**config.mk**
```make
export PLATFORM = sky130hd
export DESIGN_NAME = sil_cell
export DESIGN_NICKNAME = d
export VERILOG_FILES = /design/src/hw/rtl/sil_pkg.sv /design/src/hw/rtl/sil_cell.sv
export SDC_FILE = /design/constraint.sdc
export NUM_CORES = 1
export LEC_CHECK = 0
export ABC_AREA = 1
export BUFFER_PORTS_ARGS = -buffer_cell sky130_fd_sc_hd__clkbuf_2
export CAP_MARGIN = 20
export CORE_ASPECT_RATIO = 0.5
export CORE_MARGIN = 8
export CORE_UTILIZATION = 46
export DETAILED_ROUTE_END_ITERATION = 10
export PLACE_DENSITY = 0.8
export SLEW_MARGIN = 20
export SYNTH_ARGS = -nofsm -noshare
export SYNTH_HDL_FRONTEND = slang
export SYNTH_SLANG_ARGS = --single-unit
```
**constraint.sdc**
```tcl
create_clock -name clock -period 2.3 [get_ports clock]
set_input_delay 0.46 -clock clock [delete_from_list [all_inputs] [get_ports clock]]
set_output_delay 0.46 -clock clock [all_outputs]
set_load 0.05 [all_outputs]
```
**src/hw/rtl/sil_pkg.sv**
```systemverilog
// Package for the sorted insertion list: request and response words,
// request codes, sequencer states and the per-cell control bundle.
// No dependencies.
package sil_pkg;

   localparam int VALUE_W = 32;
   localparam int COUNT_W = 7;

   localparam logic [1:0] ACT_INSERT = 2'd0;
   localparam logic [1:0] ACT_FIND   = 2'd1;
   localparam logic [1:0] ACT_CLEAR  = 2'd2;

   typedef struct packed {
      logic [1:0]                action;
      logic signed [VALUE_W-1:0] value;
   } req_word_type;

   typedef struct packed {
      logic               found;
      logic               accepted;
      logic [COUNT_W-1:0] count;
   } rsp_word_type;

   typedef enum logic [1:0] {
      ST_IDLE,
      ST_COMPARE,
      ST_APPLY
   } state_type;

   typedef struct packed {
      logic                      compare;
      logic                      write;
      logic signed [VALUE_W-1:0] value;
   } cell_ctrl_type;

endpackage

```
**src/hw/rtl/sil_cell.sv**
```systemverilog
// One slot of the sorted insertion list: holds an entry, compares it with
// the request value and takes its left neighbor's entry on a shifting insert.
// Depends on sil_pkg.
module sil_cell #(
   parameter int INDEX  = 0,
   parameter int FILL_W = 7
) (
   input  logic                               clock,
   input  sil_pkg::cell_ctrl_type             ctrl,
   input  logic [FILL_W-1:0]                  fill,
   input  logic signed [sil_pkg::VALUE_W-1:0] left_entry,
   input  logic                               left_gt,
   output logic signed [sil_pkg::VALUE_W-1:0] entry,
   output logic                               gt,
   output logic                               eq
);

   localparam logic [FILL_W-1:0] SLOT = FILL_W'(INDEX);

   logic signed [sil_pkg::VALUE_W-1:0] entry_ff, entry_in;
   logic                               gt_ff, gt_in;
   logic                               eq_ff, eq_in;
   logic                               occupied;
   logic                               tail;

   assign occupied = SLOT < fill;
   assign tail     = SLOT == fill;

   always_comb begin
      entry_in = entry_ff;
      gt_in    = gt_ff;
      eq_in    = eq_ff;
      if (ctrl.compare) begin
         gt_in = occupied && (entry_ff > ctrl.value);
         eq_in = occupied && (entry_ff == ctrl.value);
      end
      if (ctrl.write && (gt_ff || tail)) begin
         entry_in = left_gt ? left_entry : ctrl.value;
      end
   end

   always_ff @(posedge clock) begin
      entry_ff <= entry_in;
      gt_ff    <= gt_in;
      eq_ff    <= eq_in;
   end

   assign entry = entry_ff;
   assign gt    = gt_ff;
   assign eq    = eq_ff;

endmodule

```
; ---- After elaboration in Yosys (flattened, before gate mapping)
; Index checks and enable logic that the tools add are counted.
[word_totals]
register_bits = 34
latch_bits = 0
ramBits = 0
romBits = 0
in_bits = 75
out_inout_bits = 34
word_cells = 12
memories = 0
[op_classes]
n_addsub = 0
mul = 0
div = 0
magnitude_cmp = 2
eq_ne = 1
shifts = 0
mux = 1
n_bitwise = 0
n_reduce_logical = 5
[op_table]
columns = op, count
row1 = $eq A32 B32 Y1, 1
row2 = $gt A32 B32 Y1, 1
row3 = $mux W32, 1
row4 = $logic_not A7 Y1, 1
row5 = $lt A1 B7 Y1 const A, 1
row6 = $logic_and A1 B1 Y1, 3
row7 = $logic_or A1 B1 Y1, 1

; ---- Logic depth before layout (Yosys ltp)
[depth]
word_depth = 3
ltp_mapped = 16

; ---- Worst setup path before layout
; Ideal clock, no wire load.
[synth_path]
path_type = in2reg
from = input port fill[1]
to = register entry_ff, in the netlist entry[0] (enable)
setup_time_ns = 0.391
arrival_ns = 1.649
required_ns = 1.909
path_slack_ns = 0.260
stages = 3
cell_sequence = nor4_1 -> and2_1 -> o21a_1
[synth_between]
elab_chain_len = 3
[synth_lines]
columns = element, line
row1 = "start, declared", sil_cell.sv:10  ; input logic [FILL_W-1:0] fill,
row2 = $logic_not A7 Y1, sil_cell.sv:27  ; assign tail = SLOT == fill;
row3 = $logic_or A1 B1 Y1, sil_cell.sv:37  ; if (ctrl.write && (gt_ff || tail)) begin
row4 = $logic_and A1 B1 Y1, sil_cell.sv:37
row5 = "end signal, assigned", sil_cell.sv:43  ; entry_ff <= entry_in;
row6 = "end, declared", sil_cell.sv:20  ; logic signed [sil_pkg::VALUE_W-1:0] entry_ff, entry_in;
; No other way between the ends.
; A chain may end at the register's enable or synchronous reset.

; ---- Worst setup path in the final report
[layout_path]
from = register entry_ff, in the netlist entry[31]
to = register gt_ff (netlist: gt), data pin
[layout_between]
elab_chain_len = 2
[layout_lines]
columns = element, line
row1 = $gt A32 B32 Y1, sil_cell.sv:34  ; gt_in = occupied && (entry_ff > ctrl.value);
row2 = $logic_and A1 B1 Y1, sil_cell.sv:34
row3 = "end signal, assigned", sil_cell.sv:44  ; gt_ff <= gt_in;
row4 = "end, declared", sil_cell.sv:21  ; logic gt_ff, gt_in;
; No other way between the ends.

==> reports/qor.yml <==
top_layer_used: "met4"
synth_top_area_share_pct: 45.4
layout_min_cycle_time_ns: 1.77
timing.final.ws_setup_ns: 0.529
post-dp-hpwl_mm: 4.79
cts.clk_slew.worst_paths_ns: 0.08
setup_tns_ns: 0
pre_cts_ws_ns: 0.358
placed_area_um2: 2870
yosys.area.top_type: "edfxtp_1"
endpoint: "gt"
io_pins: 109
synth_cell_types: 21
cts_tree: "done"
critical-path-slowest-cell: "edfxtp_1"
syn-mean-instance-area_um2: 8.78
ys_async_sr_fraction_pct: 0
irDropWorstVdd_v: 0.000278
rr_worst_depth: 8
postLayoutCellArea_um2: 2980
drt_drc_violations_left: 0
clock_path_buffers: 2
ant_nets: 0
synth.area.top_cells: "edfxtp_1 (45%), ha_1 (18%), nand2_1 (11%), o21ai_0 (7.3%), inv_1 (6.8%)"
dieArea_um2: 7510
n_antenna_cell: 0
insertion_delay_ns: 0.29
ctsResizeCount: 0
ys_warn_count: 0
timing.rr.end: "gt"
antenna_found_initial: 0
core_area_um2: 4820
hp-class: "primary input to register"
crit_required_ns: 2.36
endpoint_kind: "register"
synth_common_cells: "nand2_1 (68), inv_1 (41), edfxtp_1 (34), o21ai_0 (33), ha_1 (32)"
die_h_um: 65.4
wire_per_inst_um: 13.1
wl_met3_um: 256
finalHoldViolations: 0
startpoint_type: "register"
grt_pass1_vias: 2072
grt_setup_unrepaired: "no"
setup_viol: 0
synth_seq_cells: 34
root_buffer: "clkbuf_8"
relSlewSlack_pct: 73.4
gp_congestion: 0.807
synth_seq_area_share_pct: 45.4
grt.total_usage_pct: 15.2
port_buffers: 108
power.leakage_nw: 1.59
grt_max_degree: 41
synthesis.area_um2: 2250
num_rows: 18
ys.flop_type: "edfxtp_1"
crit_path_max_fanout: 4
drv_slew: 0
m1WireLength_mm: 2.37
cts-hold-fix-buffers: 0
yosysMostFrequentCell: "nand2_1"
clock.fmax_mhz: 565
htreeDepth: 2
nFillCells: 470
die_w_um: 115
rr_startpoint: "entry[31]"
finClkSkew_ns: 0.00880
r2r_setup_slack_ns: 0.53
pwr_density_cell_nw_per_um2: 609
arrival_ns: 1.83
area_growth_pct: 32.6
cts_buffers: 5
final_cells: 438
slowest_delay_ns: 0.42
wirelength_mm: 5.76
vias_per_cell: 4.58
crit_type: "register to register"
initial_utilization_pct: 46.6
drive_above_1_share_pct: 34.2
tightest_slew_ns: 0.399
path_cells: "ha_1, a21oi_1, o21a_2, nand2_1, a21oi_1, nand3_1, nand2_1, nor2_2"
drv_cap: 0
grt_pass1_wl_mm: 9.22
via_count: 2004
syn-num-nets: 363
fin_crit_sh_pct: 77.0
cp-startpoint: "entry[31]"
cts.sinks: 34
post_cts_buffers: 0
synthCells: 256
status: "completed"
wl_met2_mm: 3.10
drt_first_pass_iters: 4
synth_edf_count: 34
fin_nets: 474
grt-ovfl-total: 0
dpl.cell_count: 430
drtIter0Drc: 58
[cells by family after synthesis]
logic type | after synthesis | share of synthesized area (%)
DFF | 34 | 45.4
and+or+nand+nor | 92 | 16.9
muxes | 1 | 0.501
buffers and inverters | 48 | 8.07
adders and majority gates | 32 | 17.8
AOI/OAI and AO/OA | 49 | 11.3
[where the power goes]
| part | switching (mW) | total [mW] | internal (mW) |
|---|---|---|---|
| sequential | 0.0251 | 0.767 | 0.742 |
| clock | 0.243 | 0.563 | 0.319 |
| combinational | 0.325 | 0.484 | 0.158 |
| total | 0.594 | 1.81 | 1.22 |
[worst min-delay path by stage]
| stage | from | to | slack, ns | cells after the start |
|---|---|---|---|---|
| after CTS | ctrl[33] | gt | 0.40 | 1 |
| after floorplan | ctrl[33] | eq | 0.57 | 0 |
| after detailed placement | ctrl[33] | gt | 0.70 | 1 |
| final | ctrl[33] | eq | 0.40 | 1 |
| after global routing | ctrl[33] | gt | 0.39 | 1 |
| after global placement | ctrl[33] | eq | 0.68 | 1 |
[layout make-up]
| class | count | area [µm²] | share of cell area [%] |
|---|---|---|---|
| multi-input cells | 174 | 1040 | 35.1 |
| flip-flops and latches | 34 | 1020 | 34.3 |
| repair buffers | 111 | 563 | 18.9 |
| inverters | 41 | 154 | 5.17 |
| well taps | 70 | 87.6 | 2.94 |
| clock buffers | 5 | 68.8 | 2.31 |
| clock inverters | 3 | 40.0 | 1.34 |
[metrics by stage]
step	hold slack (ns)	power, mW	util, %
floorplan	0.572	1.11	-
global placement	0.681	1.25	59.6
detailed placement	0.698	1.27	59.6
CTS	0.397	1.83	61.8
global route	0.391	1.91	61.8
finish	0.398	1.81	61.8
[flip-flops by register name, summed over array words and instances, names as in the netlist]
register	count
entry	32
eq	1
gt	1
[cells in the final DEF (no fill, tap or decap)]
| cell | n |
|---|---|
| a21o_1 | 1 |
| ha_1 | 32 |
| clkbuf_8 | 5 |
| o21ai_0 | 33 |
| nand3_1 | 3 |
| clkbuf_2 | 108 |
| nand2_2 | 1 |
| edfxtp_1 | 34 |
| nor3_2 | 1 |
| mux2_2 | 1 |
| buf_4 | 3 |
| nand4_1 | 3 |
| nor4_1 | 1 |
| nand2_1 | 68 |
| a21oi_1 | 13 |
| nor2_1 | 10 |
| o21a_2 | 1 |
| clkinv_2 | 2 |
| bufinv_16 | 1 |
| nor3_1 | 1 |
| inv_1 | 41 |
| o21a_1 | 1 |
| and2_1 | 1 |
| nor2_2 | 3 |
[per-layer routing]
metal	up-vias	global-route usage (%)
li1	1073	-
met1	895	16.7
met2	34	28.4
met3	2	4.02
met4	0	4.38
met5	-	0
[worst max-delay path, delay by kind of cell (launching register included)]
family,cells,cell delay (ns)
and+or+nand+nor,4,0.26
DFF,1,0.42
adders and majority gates,1,0.34
AOI/OAI and AO/OA,3,0.52
Note: power is estimated with default switching activity, not from simulation.
